<file path="src/hw/rtl/scmp_pkg.sv">
// Shared types, constants and saturating helpers for the S-curve motion profile unit.
package scmp_pkg;

  localparam int FRAC_BITS = 16;

  localparam logic [31:0] QMAX = 32'hFFFF_FFFF;

  // Register reset values
  localparam logic [31:0] JERK_RST  = 32'd131072000;
  localparam logic [31:0] ACCEL_RST = 32'd32768000;
  localparam logic [31:0] VLIM_RST  = 32'd4096000;

  // Configuration register indexes
  localparam logic [1:0] CFG_JERK  = 2'd0;
  localparam logic [1:0] CFG_ACCEL = 2'd1;
  localparam logic [1:0] CFG_VLIM  = 2'd2;

  // Request types
  localparam logic REQ_PLAN   = 1'b0;
  localparam logic REQ_SAMPLE = 1'b1;

  // Profile phases
  localparam logic [1:0] PH_ACCEL  = 2'd0;
  localparam logic [1:0] PH_CRUISE = 2'd1;
  localparam logic [1:0] PH_DECEL  = 2'd2;
  localparam logic [1:0] PH_DONE   = 2'd3;

  // Divide the jerk position term by six: (q * JP_RECIP) >> JP_SHIFT equals q / 6
  // for every 32-bit q, since JP_RECIP is 2^34 / 6 rounded up
  localparam logic [31:0] JP_RECIP = 32'hAAAA_AAAB;
  localparam int          JP_SHIFT = 34;

  typedef struct packed {
    logic               req_type;
    logic signed [31:0] move_distance;
    logic        [31:0] target_velocity;
    logic        [31:0] sample_time;
  } in_word_t;

  typedef struct packed {
    logic [31:0] velocity;
    logic [31:0] position;
    logic [1:0]  phase;
    logic [31:0] total_time;
    logic [31:0] peak_velocity;
  } out_word_t;

  function automatic logic [31:0] sat32(input logic [63:0] x);
    return (x[63:32] != 32'd0) ? QMAX : x[31:0];
  endfunction

  function automatic logic [31:0] qadd(input logic [31:0] a, input logic [31:0] b);
    logic [32:0] s;
    s = {1'b0, a} + {1'b0, b};
    return s[32] ? QMAX : s[31:0];
  endfunction

  function automatic logic [31:0] qsub(input logic [31:0] a, input logic [31:0] b);
    return (a > b) ? (a - b) : 32'd0;
  endfunction

endpackage

</file>
<file path="src/hw/rtl/scmp_div.sv">
// Restoring divider: 64-bit dividend by 32-bit divisor, one quotient bit per cycle.
module scmp_div (
  input  logic        clk,
  input  logic        rst_n,
  input  logic        start,
  input  logic [63:0] num,
  input  logic [31:0] den,
  output logic        done,
  output logic [31:0] quo
);
  import scmp_pkg::*;

  logic        busy_r;
  logic        done_r;
  logic        zero_r;
  logic [5:0]  cnt_r;
  logic [63:0] acc_r;
  logic [31:0] rem_r;
  logic [31:0] den_r;
  logic [32:0] trial;
  logic        fits;
  logic [31:0] rem_nxt;

  // Shift in the next dividend bit and try the subtract
  assign trial   = {rem_r, acc_r[63]};
  assign fits    = trial >= {1'b0, den_r};
  assign rem_nxt = fits ? 32'(trial - {1'b0, den_r}) : trial[31:0];

  always_ff @(posedge clk) begin
    if (!rst_n) begin
      busy_r <= 1'b0;
      done_r <= 1'b0;
    end else begin
      done_r <= 1'b0;
      if (start) begin
        busy_r <= 1'b1;
        cnt_r  <= 6'd0;
        rem_r  <= 32'd0;
        acc_r  <= num;
        den_r  <= den;
        zero_r <= (den == 32'd0);
      end else if (busy_r) begin
        acc_r <= {acc_r[62:0], fits};
        rem_r <= rem_nxt;
        cnt_r <= cnt_r + 6'd1;
        if (cnt_r == 6'd63) begin
          busy_r <= 1'b0;
          done_r <= 1'b1;
        end
      end
    end
  end

  // Saturate the quotient, and a zero divisor
  assign done = done_r;
  assign quo  = zero_r ? QMAX : sat32(acc_r);

endmodule

</file>
<file path="config.mk">
export PLATFORM = sky130hd
export DESIGN_NAME = scmp_div
export DESIGN_NICKNAME = d
export VERILOG_FILES = /design/src/hw/rtl/scmp_pkg.sv /design/src/hw/rtl/scmp_div.sv
export SDC_FILE = /design/constraint.sdc
export NUM_CORES = 1
export LEC_CHECK = 0
export BUFFER_PORTS_ARGS = -buffer_cell sky130_fd_sc_hd__buf_2
export CAP_MARGIN = 5
export CORE_MARGIN = 2
export CORE_UTILIZATION = 50
export CTS_BUF_LIST = sky130_fd_sc_hd__clkbuf_16
export DETAILED_ROUTE_END_ITERATION = 10
export MAX_ROUTING_LAYER = met4
export PLACE_DENSITY = 0.77
export SLEW_MARGIN = 20
export SYNTH_ARGS = -nofsm -noshare
export SYNTH_HDL_FRONTEND = slang
export SYNTH_SLANG_ARGS = --single-unit
</file>
<file path="constraint.sdc">
create_clock -name clk -period 4.8 [get_ports clk]
set_input_delay 0.48 -clock clk [delete_from_list [all_inputs] [get_ports clk]]
set_output_delay 0.48 -clock clk [all_outputs]
set_load 0.005 [all_outputs]
</file>
==> flow_summary.ini <==
[worst_setup_path]
critPathCaptureType = flip-flop
critical_path_required_ns = 4.97
critPathMaxFanout = 25
arrival_ns = 3.99
crit_path_start_kind = flip-flop
worstSetupPathType = reg -> reg

[global_routing]
grt_first_pass_wirelength_um = 30700
overflow = 0
track_usage_pct = 24.2
antenna_found_initial = 1
grt_pass1_vias = 6154
grt_start_max_net_pins = 75

[yosys]
yosys_register_bits = 137
syn_area_sq_um = 7950
async_flop_share_pct = 0
syn-num-nets = 846
synth_cell_types = 57
avgSynthCellArea_sq_um = 11.1
ys_seq_area_share_pct = 51.5
synth_warnings = 0
synthesis.instances = 713
synth_flop_cell = edfxtp_1
synth_edf_count = 135

[final_layout]
drive_gt1_share_pct = 28.5
area_growth_syn_to_layout_pct = 17.7
fin_nets = 968
fin_util_pct = 59.5

[clocking]
cts_sinks = 137
hold_buffers = 0
cts_tree = yes
ctsHtreeMaxLevel = 4
clockRootBuffer = clkbuf_16
clk_latency_ns = 0.42
ctsResizeCount = 0
post_cts_buffers = 0
clock_path_buffers = 2
path_clk_slew_ns = 0.06
cts_buffers = 17

[routing]
drtAntennaViolNets = 0
dr.pass1.iters = 6
routed_wl_um = 18900
drtIter0Drc = 356
routed_via_density = 5.75
wire_per_inst_um = 17.8
dr_total_vias = 6110
drc = 0

[pwr]
p_leak_nw = 3.57
powerDensity_nw_per_um2 = 368
comb_power_share_pct = 20.4
clkPwrFrac_pct = 36.5
switchingPower_mw = 0.957
p_sw_share_pct = 27.8
seq_power_share_pct = 43.0
intPower_mw = 2.49
ir_worst_vdd_mv = 0.256

[sta]
fin_setup_tns_ns = 0
fin_skew_ns = 0.00865
period_needed_ns = 3.82
rsz0062_at_grt = false
fin_crit_sh_pct = 79.6
report.final.hold_viol_count = 0
setup_violations = 0
fmax_ghz = 0.262
slew_violations = 0
max_slew.worst_pin.slew_ns = 0.974
relSlewSlack_pct = 35.1

[floorplan]
io_pins = 132
die_w_um = 130
initial_core_util_pct = 50.6
die_y_um = 130
core_sq_um = 15700
dieArea_sq_um = 16900
rows = 46

[placed_design]
hpwlAfterDp_um = 13300
gp_congestion = 0.923
portBuffers = 131

[worst_hold_path]
hold_class = in -> reg

[run]
cap_violations = 0

[status]
run_status = completed
==> layout make-up <==
type	count	area, sq um
fill	1315	6360
sequential	137	4090
multi-input combinational	496	3550
timing repair buffer	139	718
clock buffer	17	425
tap	216	270
inverter	44	165
clock inverter	13	128
antenna	1	2.50
==> registers in the layout, summed over array words and instances (netlist names) <==
name	count
acc_r	64
cnt_r	6
zero_r	1
busy_r	1
rem_r	32
den_r	32
done	1
==> critical path, cell delays in order, from the launching register on <==
cell and delay (ns):
edfxtp_1 0.42, ha_1 0.41, a21o_1 0.22, a21o_1 0.17, a21oi_1 0.20, nor2_1 0.05
o21ai_0 0.26, o211a_1 0.86, nand2_1 0.55, mux2_2 0.43
==> cell usage after synthesis, types with 11 or more instances <==
master / count / area [sq um]
nand2b_1: 35 / 219
edfxtp_1: 135 / 4050
buf_2: 12 / 60.1
mux2_2: 64 / 721
nand4_1: 11 / 68.8
ha_1: 33 / 413
nand3_1: 41 / 205
o21ai_0: 34 / 170
nor4_1: 17 / 106
xnor2_1: 17 / 149
nor2_1: 23 / 86.3
inv_1: 44 / 165
a21o_1: 12 / 90.1
a21oi_1: 55 / 275
clkbuf_1: 19 / 71.3
a211oi_1: 11 / 82.6
nor3_1: 16 / 80.1
nand2_1: 33 / 124
==> placed cells by master, fill, tap and decap left out, types with 23 or more instances in the layout <==
| master | synthesis | routed |
|---|---|---|
| nand3_1 | 41 | 41 |
| nor2_1 | 23 | 23 |
| nand2b_1 | 35 | 35 |
| ha_1 | 33 | 33 |
| nand2_1 | 33 | 33 |
| a21oi_1 | 55 | 55 |
| inv_1 | 44 | 44 |
| o21ai_0 | 34 | 34 |
| buf_2 | 12 | 130 |
| mux2_2 | 64 | 64 |
| edfxtp_1 | 135 | 135 |
==> stage by stage <==
stage	std cells	setup slack, ns	total power, mW	cell area (sq um)	hold slack, ns
global route	1063	0.801	3.61	9350	0.239
floorplan	713	1.04	2.02	7950	0.421
global placement	1032	1.15	2.19	8800	0.476
CTS	1062	1.07	3.46	9350	0.238
finish	1063	0.981	3.44	9350	0.252
detailed placement	1032	1.08	2.20	8800	0.479
==> metal layers <==
layer  up-vias  wire length, um  GRT usage [%]
li1       2939                -              -
met1      2921             8250           30.8
met2       222             9030           37.9
met3        28             1320           6.77
met4         0              286           7.72
met5         -                0              -
==> power groups by stage <==
| stage | clock network (mW) | registers [mW] | logic (mW) |
|---|---|---|---|
| 6_report | 1.26 | 1.48 | 0.704 |
| 5_1_grt | 1.33 | 1.49 | 0.785 |
| 4_1_cts | 1.28 | 1.48 | 0.698 |
| 3_5_place_dp | 0 | 1.51 | 0.691 |
| 3_3_place_gp | 0 | 1.50 | 0.684 |
| 2_1_floorplan | 0 | 1.49 | 0.526 |
==> kinds of logic after synthesis <==
family          Yosys count  share of synthesized area (%)
fa+ha+maj                34                           5.45
compound gates          162                           12.9
mux                      64                           9.07
flops                   137                           51.5
xor+xnor                 25                           2.75
buf+inv                  80                           4.05
simple gates            211                           14.3
==> final timing paths <==
| path | start | to | slack, ns | cells past startpoint |
|---|---|---|---|---|
| min reg2reg | busy_r | done | 0.49 | 2 |
| min | den[9] | den_r[9] | 0.25 | 1 |
| max reg2reg | rem_r[25] | acc_r[0] | 0.98 | 9 |
| max | rem_r[25] | acc_r[0] | 0.98 | 9 |
Note: power is estimated with default switching activity, not from simulation.
