## src/hw/rtl/scmp_pkg.sv

```systemverilog
// Shared types, constants and saturating helpers for the S-curve motion profile unit.
package scmp_pkg;

  localparam int FRAC_BITS = 16;

  localparam logic [31:0] QMAX = 32'hFFFF_FFFF;

  // Register reset values
  localparam logic [31:0] JERK_RST  = 32'd131072000;
  localparam logic [31:0] ACCEL_RST = 32'd32768000;
  localparam logic [31:0] VLIM_RST  = 32'd4096000;

  // Configuration register indexes
  localparam logic [1:0] CFG_JERK  = 2'd0;
  localparam logic [1:0] CFG_ACCEL = 2'd1;
  localparam logic [1:0] CFG_VLIM  = 2'd2;

  // Request types
  localparam logic REQ_PLAN   = 1'b0;
  localparam logic REQ_SAMPLE = 1'b1;

  // Profile phases
  localparam logic [1:0] PH_ACCEL  = 2'd0;
  localparam logic [1:0] PH_CRUISE = 2'd1;
  localparam logic [1:0] PH_DECEL  = 2'd2;
  localparam logic [1:0] PH_DONE   = 2'd3;

  // Divide the jerk position term by six: (q * JP_RECIP) >> JP_SHIFT equals q / 6
  // for every 32-bit q, since JP_RECIP is 2^34 / 6 rounded up
  localparam logic [31:0] JP_RECIP = 32'hAAAA_AAAB;
  localparam int          JP_SHIFT = 34;

  typedef struct packed {
    logic               req_type;
    logic signed [31:0] move_distance;
    logic        [31:0] target_velocity;
    logic        [31:0] sample_time;
  } in_word_t;

  typedef struct packed {
    logic [31:0] velocity;
    logic [31:0] position;
    logic [1:0]  phase;
    logic [31:0] total_time;
    logic [31:0] peak_velocity;
  } out_word_t;

  function automatic logic [31:0] sat32(input logic [63:0] x);
    return (x[63:32] != 32'd0) ? QMAX : x[31:0];
  endfunction

  function automatic logic [31:0] qadd(input logic [31:0] a, input logic [31:0] b);
    logic [32:0] s;
    s = {1'b0, a} + {1'b0, b};
    return s[32] ? QMAX : s[31:0];
  endfunction

  function automatic logic [31:0] qsub(input logic [31:0] a, input logic [31:0] b);
    return (a > b) ? (a - b) : 32'd0;
  endfunction

endpackage

```

## src/hw/rtl/scmp_sqrt.sv

```systemverilog
// Bit-pair integer square root of a 64-bit value, one root bit per cycle.
module scmp_sqrt (
  input  logic        clk,
  input  logic        rst_n,
  input  logic        start,
  input  logic [63:0] n,
  output logic        done,
  output logic [31:0] root
);
  import scmp_pkg::*;

  logic        busy_r;
  logic        done_r;
  logic [4:0]  k_r;
  logic [63:0] n_r;
  logic [63:0] res_r;
  logic [63:0] bitv;
  logic [63:0] sum;
  logic        ge;

  assign bitv = 64'(1) << {k_r, 1'b0};
  assign sum  = res_r + bitv;
  assign ge   = n_r >= sum;

  always_ff @(posedge clk) begin
    if (!rst_n) begin
      busy_r <= 1'b0;
      done_r <= 1'b0;
    end else begin
      done_r <= 1'b0;
      if (start) begin
        busy_r <= 1'b1;
        k_r    <= 5'd31;
        n_r    <= n;
        res_r  <= 64'd0;
      end else if (busy_r) begin
        // Take one root bit
        if (ge) begin
          n_r   <= n_r - sum;
          res_r <= (res_r >> 1) + bitv;
        end else begin
          res_r <= res_r >> 1;
        end
        k_r <= k_r - 5'd1;
        if (k_r == 5'd0) begin
          busy_r <= 1'b0;
          done_r <= 1'b1;
        end
      end
    end
  end

  assign done = done_r;
  assign root = res_r[31:0];

endmodule

```

## config.mk

```make
export PLATFORM = sky130hd
export DESIGN_NAME = scmp_sqrt
export DESIGN_NICKNAME = d
export VERILOG_FILES = /design/src/hw/rtl/scmp_pkg.sv /design/src/hw/rtl/scmp_sqrt.sv
export SDC_FILE = /design/constraint.sdc
export NUM_CORES = 1
export LEC_CHECK = 0
export ABC_CLOCK_PERIOD_IN_PS = 23700
export BUFFER_PORTS_ARGS = -buffer_cell sky130_fd_sc_hd__buf_2
export CAP_MARGIN = 10
export CORE_MARGIN = 4
export CORE_UTILIZATION = 40
export CTS_BUF_LIST = sky130_fd_sc_hd__clkbuf_2
export DETAILED_ROUTE_END_ITERATION = 12
export MAX_ROUTING_LAYER = met4
export PLACE_DENSITY_LB_ADDON = 0.3
export SLEW_MARGIN = 40
export SYNTH_ARGS = -nofsm -noshare
export SYNTH_HDL_FRONTEND = slang
export SYNTH_SLANG_ARGS = --single-unit
```

## constraint.sdc

```tcl
create_clock -name clk -period 23.7 [get_ports clk]
set_input_delay 2.37 -clock clk [delete_from_list [all_inputs] [get_ports clk]]
set_output_delay 2.37 -clock clk [all_outputs]
set_load 0.05 [all_outputs]
```

==> results of run 1 <==
cell type report:
class	instances	area, sq um	area share
sequential	135	4030	0.254
antenna	1	2.50	0.000158
clock buffer	20	100	0.00631
multi-input combinational	1570	10300	0.646
clock inverter	10	131	0.00828
inverter	40	150	0.00947
timing repair buffer	106	562	0.0354
tap	504	631	0.0398
worst max-delay path, cell delays in order, from the launching register on:
cell and delay, ns:
edfxtp_1 0.61, or2_2 0.39, nor3b_1 0.47, ha_1 0.27, ha_1 0.19, maj3_1 0.26
a21o_1 0.19, nand4_1 0.14, a31oi_1 0.45, a21oi_1 0.20, o21ai_0 0.37, nor2b_1 0.19
o21a_1 0.13, xnor2_1 0.09, ha_1 0.43, nand3_1 0.18, nor2_1 0.20, nand3_1 0.12
nor3_1 0.36, nand2_1 0.10, a31oi_1 0.19, o21bai_1 0.17, and3_2 0.26, buf_4 0.28
a21oi_4 0.21, buf_6 0.50
metal layers:
layer / track usage / vias to the layer above
li1: - / 6949
met1: 0.339 / 6649
met2: 0.330 / 606
met3: 0.0266 / 55
met4: 0.0608 / 0
met5: - / -
path summary, 6_finish.rpt:
check,start,endpoint,slack [ns],cells after the start
max,k_r[4],n_r[61],16.24,25
min,busy_r,done,0.50,1
min reg2reg,busy_r,done,0.50,1
max reg2reg,k_r[4],n_r[61],16.24,25
sequential cells by signal (all words and copies together), names as in the netlist:
register,cells
busy_r,1
k_r,5
res_r,64
n_r,64
done,1
layout by cell type (no fill, tap or decap), types with 52 or more instances in the layout:
cell type,count
a21o_1,52
a21oi_1,140
a31oi_1,72
buf_2,98
edfxtp_1,133
ha_1,133
nand2_1,239
nor2_1,145
o21ai_0,151
xnor2_1,72
xor2_1,83
metrics by stage:
step / instance area [sq um] / setup slack (ns) / hold slack (ns) / util
final: 15900 / 16.24 / 0.499 / 0.430
after global routing: 15900 / 15.74 / 0.518 / 0.430
after CTS: 15900 / 16.12 / 0.497 / 0.430
after detailed placement: 15600 / 16.26 / 0.456 / 0.424
after global placement: 15600 / 16.53 / 0.466 / 0.424
after floorplan: 15000 / 14.81 / 0.447 / -
power breakdown:
part           leakage [nW]  internal [mW]  total (mW)  switching (mW)
combinational          4.61          0.131       0.360           0.229
clock                 0.139         0.0579       0.160           0.102
sequential             1.29          0.296       0.325          0.0294
total                  6.04          0.485       0.845           0.360
cells by family after synthesis:
| logic type | share of synthesized area |
|---|---|
| AND/OR/NAND/NOR | 0.202 |
| AO/OA/AOI/OAI | 0.269 |
| buffers and inverters | 0.0513 |
| XOR/XNOR | 0.0903 |
| adder cells (fa/ha/maj) | 0.115 |
| flip-flops | 0.268 |
| multiplexers | 0.00449 |
==> results.ini, run 1 <==
[run_status]
run_status = finished, final reports clean

[yosys]
post-synth-top-area-fraction = 0.266
yosys-top-cells-area = edfxtp_1, ha_1, nand2_1
synthesis.area_sq_um = 15000
netlist_instances = 1870
synth.net_count = 2071
most_frequent_cell_after_synthesis = nand2_1
synth_seq_cells = 135
synth_common_cells = nand2_1, o21ai_0, nor2_1
post_synth.cell_area_avg_sq_um = 8.04
synth.yosys.seq_area_share = 0.268
synthDominantAreaCellType = edfxtp_1
postSynth.topFlopCell = edfxtp_1
yosysUniqueCellTypes = 77
synth_warn = 0
synth_edf_count = 133
async_reset_ff_frac = 0

[sta]
setup_repair_after_global_routing_missed_its_margin = no
fin_setup_tns_ns = 0
final.setup_skew_ns = 0.0575
finalSetupViolations = 0
slew-limit-headroom = 0.456
transition_time_at_the_pin_with_the_least_slew_margin_ns = 0.795
fin_crit_sh = 0.315
maxSlewViolCount = 0
final_hold_viol_count = 0
period_needed_ns = 7.46
max_freq_mhz = 134

[placed_design]
post-dp-hpwl_mm = 36.2
placed_cells_incl_taps = 2355
gp_congestion = 0.936
io_buffers = 99

[route]
via_per_inst = 5.98
detailroute.via_count = 14300
route.final.wire_length_mm = 46.7
routed.top_layer = met4
avgRoutedWirePerCell_um = 19.6
firstDrtPassIters = 8
detail_route_met3_wl_mm = 3.38
routed-wl-met2_mm = 19.7
drt.antenna.violating_nets = 0
drt-initial-drc-count = 1668
drc_errors = 0
detail_route.wirelength.met1_mm = 22.6

[global_routing]
grt_antenna_before_repair = 1
overflow = 0
first_pass_grt_wire_length_mm = 73.8
grt_usage = 0.229
via_count_of_the_first_global_routing_pass = 13400
grt_max_degree = 71

[setup_path]
startpoint_types = flip-flop
worstPathRequired_ns = 24.13
crit_path_max_fanout = 64
worst_ep_arrival_time_ns = 7.89
worst-setup-path-type = flip-flop to flip-flop
endpoint_kind = flip-flop

[clocking]
cts_resized = 0
h-tree-depth = 4
cts_inserted_buffers = 17
cts_tree = done
clk_path_buf_depth = 2
cts_setup_buffers = 0
clk_slew_on_worst_s_h_paths_ns = 0.26
clock_tree.root_cell = clkbuf_2
holdBufCountCts = 0
clock_sinks = 135
clock_insertion_delay_worst_skew_ns = 0.81

[die]
chipWidth_um = 202
start_util = 0.408
die-height_um = 202
fp-row-count = 70
i_o_pins = 100
floorplan.die_area_sq_um = 40800
core_area_sq_um = 36900

[pwr]
post-layout-total-power_uw = 845
leakage_power_nw = 6.04
power.density_cell_area_nw_per_um2 = 53.2
vdd_ir_drop_max_uv = 24.8

[layout]
count_of_nets_after_finishing = 2071
fraction_of_layout_instances_using_a_drive_strength_above_1 = 0.105
fin_cells = 2386
synthToLayoutAreaGrowth_pct = 5.47
final.fill_count = 3720

[flow_run]
max_cap_viol_count = 0

[worst_hold_path]
hold_path_class = flip-flop to flip-flop

No activity file was read; power rests on OpenSTA's default activity.
==> inputs of run 2 (changes only) <==
Settings changed: ABC_CLOCK_PERIOD_IN_PS 23700 to 6000.
Clock period 23.7 ns to 6 ns, I/O delays scaled along.
==> results.ini, run 2 (synthesis results as in run 1) <==
[run_status]
run_status = finished, final reports clean

[worst_hold_path]
holdCritStartpoint = n[2]
hold-path-endpoint = n_r[2]
hold_path_class = input port to flip-flop
worstHoldPathCells = 3  ; +2

[sta]
setup_repair_after_global_routing_missed_its_margin = yes
maxSlewViolCount = 0  ; unchanged
setup_slack_ns = 0.0769  ; -16.16 ns
final_hold_viol_count = 0  ; unchanged
slew-limit-headroom = 0.440  ; -0.0163
fin_crit_sh = 0.987  ; +0.672
period_needed_ns = 5.92  ; -1.54 ns
finalSetupViolations = 0  ; unchanged
transition_time_at_the_pin_with_the_least_slew_margin_ns = 0.831  ; +0.0363 ns
final.setup_skew_ns = 0.0634  ; +0.00597 ns
max_freq_mhz = 169  ; +26%

[clocking]
clock_tree.root_cell = clkbuf_2
h-tree-depth = 4  ; unchanged
clock_sinks = 135  ; unchanged
clock_insertion_delay_worst_skew_ns = 0.87  ; +0.06 ns
cts_inserted_buffers = 17  ; unchanged
clk_slew_on_worst_s_h_paths_ns = 0.25  ; about the same
clk_path_buf_depth = 2  ; unchanged
cts_tree = done

[setup_path]
endpoint_kind = flip-flop
crit_path_max_fanout = 7  ; -89%
worst-setup-path-type = flip-flop to flip-flop
startpoint_types = flip-flop
timing.critical_path.buf_inv = 4  ; +2
reg2reg_start = k_r[1]
timing.critical_path.cells = inv_2, ha_4, nand2b_1, nor2_2, ha_1, nand4_1, nor3_2, nand4_1, o21ai_2, a22o_2, a211o_1, nand2_1, and2_2, o41ai_4, xnor2_1, ha_1, nand4_1, nor2_1, o2111ai_2, and3_4, buf_12, a21oi_4, buf_12, buf_4
worst_reg2reg_path_depth = 24  ; -4.0%
worst_path_max_delay_cell = edfxtp_1
worstPathRequired_ns = 6.56  ; -17.57 ns
worst_ep_arrival_time_ns = 6.48  ; -1.41 ns
timing.critical_path.max_delay_family = simple AND/OR/NAND/NOR gates
regToRegSetupSlack_ns = 0.08  ; -16.16 ns
reg2reg_to = n_r[4]
largest_stage_delay_worst_path_ns = 0.53  ; -0.08 ns
critical_path.most_common_cell = nand4_1

[flow_run]
max_cap_viol_count = 0  ; unchanged

[route]
detailroute.via_count = 15300  ; +7.1%
avgRoutedWirePerCell_um = 20.8  ; +6.4%
drt-initial-drc-count = 1222  ; -27%
route.final.wire_length_mm = 53.3  ; +14%
firstDrtPassIters = 6  ; -2
via_per_inst = 5.97  ; about the same
drt.antenna.violating_nets = 0  ; unchanged
drc_errors = 0  ; unchanged

[placed_design]
io_buffers = 99  ; unchanged
post-dp-hpwl_mm = 41.2  ; +14%
gp_congestion = 0.963  ; +3.0%
placed_cells_incl_taps = 2456  ; +4.3%
place_ws_ns = -0.296  ; -16.55 ns
dpl_cell_area_sq_um = 16600  ; +6.1%

[global_routing]
grt_usage = 0.257  ; +0.0282
grt_max_degree = 92  ; +30%
first_pass_grt_wire_length_mm = 81.9  ; +11%
overflow = 0  ; unchanged
grt_antenna_before_repair = 2  ; +1
via_count_of_the_first_global_routing_pass = 14800  ; +10%

[layout]
layout.area.seq_sq_um = 4030  ; unchanged
layout_commonest_cell = nand2_1
reg_top3 = n_r: 64 flops, res_r: 64 flops, k_r: 5 flops
fin_cells = 2558  ; +7.2%
final.fill_count = 3609  ; -3.0%
final_cell_mix = nand2_1, o21ai_0, edfxtp_1, nor2_1, a21oi_1
multi_input_comb_area_sq_um = 10900  ; +6.1%
count_of_nets_after_finishing = 2240  ; +8.2%
finish.instance_area_sq_um = 18100  ; +14%
synthToLayoutAreaGrowth_pct = 20.1
fin_util = 0.490  ; +0.0597
fraction_of_layout_instances_using_a_drive_strength_above_1 = 0.207  ; +0.102

[die]
start_util = 0.408  ; unchanged
core_area_sq_um = 36900  ; unchanged
chipWidth_um = 202  ; unchanged
fp-row-count = 70  ; unchanged
floorplan.die_area_sq_um = 40800  ; unchanged
i_o_pins = 100  ; unchanged
die-height_um = 202  ; unchanged

[pwr]
power.density_cell_area_nw_per_um2 = 200  ; +280%
post-layout-total-power_mw = 3.62  ; +330%
leakage_power_nw = 7.02  ; +16%
vdd_ir_drop_max_uv = 118  ; +380%

-- run 2: cell types whose count changed in the layout (fill, tap and decap cells not counted), moves of 6 or more --
cell | before | now
a21oi_1 | 140 | 130
a21oi_2 | 0 | 9
ha_1 | 133 | 116
buf_4 | 5 | 120
dlygate4sd3_1 | 0 | 40
o21ai_0 | 151 | 143
a31oi_1 | 72 | 64
ha_2 | 0 | 8
nor2_1 | 145 | 130
a31oi_2 | 0 | 6
buf_12 | 0 | 8
ha_4 | 0 | 9
nor2_2 | 0 | 10
-- run 2: worst min-delay path, cell delays in order --
cell and delay, ns:
buf_2 0.08, nand2_1 0.06, o21ai_0 0.06
-- run 2: worst max-delay path by stage --
| stage | start | to | cells after the start |
|---|---|---|---|
| after global routing | k_r[0] | res_r[35] | 28 |
| after global placement | k_r[0] | n_r[58] | 27 |
| after CTS | k_r[0] | res_r[31] | 27 |
| final | k_r[1] | n_r[4] | 24 |
| after floorplan | k_r[3] | n_r[0] | 29 |
| after detailed placement | k_r[0] | n_r[58] | 26 |
-- run 2: final cells by class --
type,count,area share
Multi-Input combinational cell,1570,0.602
Sequential cell,135,0.223
Timing Repair Buffer,275,0.117
Tap cell,504,0.0349
Clock inverter,14,0.00880
Inverter,40,0.00845
Clock buffer,18,0.00499
Antenna cell,2,0.000277
-- run 2: power by group --
part / switching, mW / internal, mW / leakage, nW / total, mW
clock network: 0.410 / 0.228 / 0.135 / 0.638
logic: 1.01 / 0.701 / 5.60 / 1.71
registers: 0.103 / 1.17 / 1.29 / 1.27
total: 1.52 / 2.10 / 7.02 / 3.62
-- run 2: what timing repair did --
item	CTS	global route
gates cloned	0	4
pin swaps	0	41
hold endpoints to repair	38	2
buffers inserted	1	23
setup endpoints to repair	138	149
hold buffers	38	2
resized for setup	13	97
-- run 2: routing by layer --
metal,global-route usage,wire length [um],vias up
met4,0.109,2280,0
met2,0.410,25000,627
met5,-,0,-
li1,-,-,7282
met3,0.0443,3320,131
met1,0.323,22700,7238
-- run 2: stage by stage --
| stage | hold slack [ns] | setup TNS (ns) |
|---|---|---|
| global route | 0.00373 | -10.85 |
| detailed placement | 0.466 | -14.50 |
| finish | 0.0603 | 0 |
| global placement | 0.468 | -3.31 |
| floorplan | 0.447 | -21.08 |
| CTS | 0.00142 | 0 |
==> inputs of run 3 (changes only) <==
Settings changed: SETUP_SLACK_MARGIN from default to 0.4.
==> results.ini, run 3 (synthesis results as in run 1) <==
[layout]
reg_top3 = n_r: 64 flops, res_r: 64 flops, k_r: 5 flops
finish.instance_area_sq_um = 20900  ; +16%
fraction_of_layout_instances_using_a_drive_strength_above_1 = 0.354  ; +0.147
layout_commonest_cell = nand2_1
final_cell_mix = nand2_1, buf_4, edfxtp_1, o21ai_0, nor2_1
synthToLayoutAreaGrowth_pct = 39.2
fin_cells = 2653  ; +3.7%
final.fill_count = 3248  ; -10%
count_of_nets_after_finishing = 2336  ; +4.3%

[pwr]
power.density_cell_area_nw_per_um2 = 201  ; +0.40%
vdd_ir_drop_max_uv = 124  ; +4.6%
leakage_power_nw = 8.03  ; +14%

[setup_path]
worstPathRequired_ns = 6.71  ; +0.15 ns
worst_ep_arrival_time_ns = 6.57  ; +0.09 ns
endpoint_kind = flip-flop
worst-setup-path-type = flip-flop to flip-flop
crit_path_max_fanout = 6  ; -1
startpoint_types = flip-flop

[clocking]
cts_tree = done
clock_insertion_delay_worst_skew_ns = 0.87  ; about the same
clk_path_buf_depth = 2  ; unchanged
clock_tree.root_cell = clkbuf_2
clock_sinks = 135  ; unchanged
cts_inserted_buffers = 17  ; unchanged
h-tree-depth = 4  ; unchanged
clk_slew_on_worst_s_h_paths_ns = 0.25  ; about the same

[placed_design]
placed_cells_incl_taps = 2456  ; unchanged
gp_congestion = 0.963  ; unchanged
post-dp-hpwl_mm = 41.2  ; unchanged
dpl_cell_area_sq_um = 16600  ; unchanged
io_buffers = 99  ; unchanged

[die]
chipWidth_um = 202  ; unchanged
floorplan.die_area_sq_um = 40800  ; unchanged
start_util = 0.408  ; unchanged
fp-row-count = 70  ; unchanged
die-height_um = 202  ; unchanged
i_o_pins = 100  ; unchanged
core_area_sq_um = 36900  ; unchanged

[run_status]
run_status = finished, final reports clean

[route]
drt.antenna.violating_nets = 0  ; unchanged
drt-initial-drc-count = 1509  ; +23%
firstDrtPassIters = 6  ; unchanged
drc_errors = 0  ; unchanged
route.final.wire_length_mm = 58.2  ; +9.2%
via_per_inst = 6.08  ; +1.8%
avgRoutedWirePerCell_um = 21.9  ; +5.3%
detailroute.via_count = 16100  ; +5.6%

[global_routing]
grt_max_degree = 92  ; unchanged
grt_antenna_before_repair = 1  ; -1
grt_usage = 0.269  ; +0.0120
overflow = 0  ; unchanged
first_pass_grt_wire_length_mm = 86.0  ; +5.0%
via_count_of_the_first_global_routing_pass = 15400  ; +4.1%

[sta]
slew-limit-headroom = 0.360  ; -0.0797
hold-worst-slack_ns = 0.0429  ; -0.0174 ns
period_needed_ns = 5.86  ; -0.0641 ns
final.setup_skew_ns = 0.0543  ; -0.00917 ns
final_hold_viol_count = 0  ; unchanged
setup_repair_after_global_routing_missed_its_margin = yes
maxSlewViolCount = 0  ; unchanged
finalSetupViolations = 0  ; unchanged
transition_time_at_the_pin_with_the_least_slew_margin_ns = 0.960  ; +0.128 ns
fin_crit_sh = 0.977  ; -0.0107
max_freq_mhz = 171  ; +1.1%

[worst_hold_path]
hold_path_class = input port to flip-flop

[flow_run]
max_cap_viol_count = 0  ; unchanged

[run 3: cell types whose count changed in the layout (fill, tap and decap cells not counted), moves of 17 or more]
cell / before / now
ha_1: 116 / 94
buf_6: 4 / 38
nand2_4: 1 / 19
o21ai_0: 143 / 114
a211oi_1: 24 / 6
nor2_4: 5 / 30
o21ai_1: 14 / 31
ha_4: 9 / 28
nor2_1: 130 / 99
buf_4: 120 / 166
nand2_1: 234 / 209
a21oi_1: 130 / 85
a21oi_2: 9 / 50
[run 3: per-layer routing]
| layer | part of all wire | vias up | wire (um) | global-route usage |
|---|---|---|---|---|
| li1 | - | 7483 | - | - |
| met1 | 0.41 | 7775 | 23900 | 0.335 |
| met2 | 0.48 | 727 | 28100 | 0.445 |
| met3 | 0.067 | 152 | 3920 | 0.0412 |
| met4 | 0.038 | 0 | 2240 | 0.0950 |
| met5 | 0 | - | 0 | - |
[run 3: timing repair]
| item | CTS | global route |
|---|---|---|
| pin swaps | 73 | 172 |
| endpoints found under the hold margin | 38 | 1 |
| hold buffers | 38 | 1 |
| gates cloned | 4 | 9 |
| buffers inserted | 57 | 55 |
| gates resized for setup | 151 | 388 |
| endpoints found under the setup margin | 155 | 155 |
[run 3: final timing paths]
kind | startpoint | end | slack [ns] | cells after the start
worst max-delay path | k_r[0] | res_r[31] | 0.14 | 26
worst min-delay path | n[2] | n_r[2] | 0.04 | 3
worst max register to register | k_r[0] | res_r[31] | 0.14 | 26
worst min register to register | busy_r | done | 0.49 | 1
[run 3: cell type report]
type,count,area [sq um],area share
timing repair buffer,370,3190,0.152
multi-input combinational,1571,12700,0.606
sequential,135,4030,0.193
tap,504,631,0.0301
clock inverter,14,159,0.00759
antenna,1,2.50,0.000119
inverter,40,153,0.00729
clock buffer,18,90.1,0.00430
[run 3: worst max-delay path, stage by stage (launching register included)]
cell	delay (ns)
edfxtp_1	0.53
inv_2	0.18
ha_4	0.20
nor3b_4	0.23
ha_2	0.22
ha_2	0.19
maj3_2	0.25
a21o_1	0.19
nand4_1	0.21
a31oi_4	0.31
buf_4	0.15
nand2_1	0.05
xor2_1	0.18
ha_1	0.35
and2_1	0.20
and3_4	0.20
and3_4	0.21
nand2_4	0.07
a211oi_4	0.32
buf_6	0.17
o2111ai_4	0.14
and3_4	0.23
buf_12	0.14
buf_12	0.14
buf_12	0.13
or3_4	0.36
a21oi_2	0.14
[run 3: stage by stage]
step / util / TNS, ns / worst slack (ns) / total power [mW]
after CTS: 0.503 / 0 / 0.337 / 3.66
after floorplan: - / -21.08 / -0.329 / 2.36
after detailed placement: 0.450 / -14.50 / -0.296 / 2.86
after global placement: 0.450 / -3.31 / -0.295 / 2.85
final: 0.568 / 0 / 0.141 / 4.21
after global routing: 0.568 / -5.33 / -0.127 / 4.41
[run 3: power by group]
group	switching [mW]	leakage (nW)	internal [mW]	total [mW]
sequential	0.115	1.29	1.17	1.28
clock	0.418	0.135	0.228	0.646
combinational	1.26	6.61	1.02	2.28
total	1.79	8.03	2.42	4.21
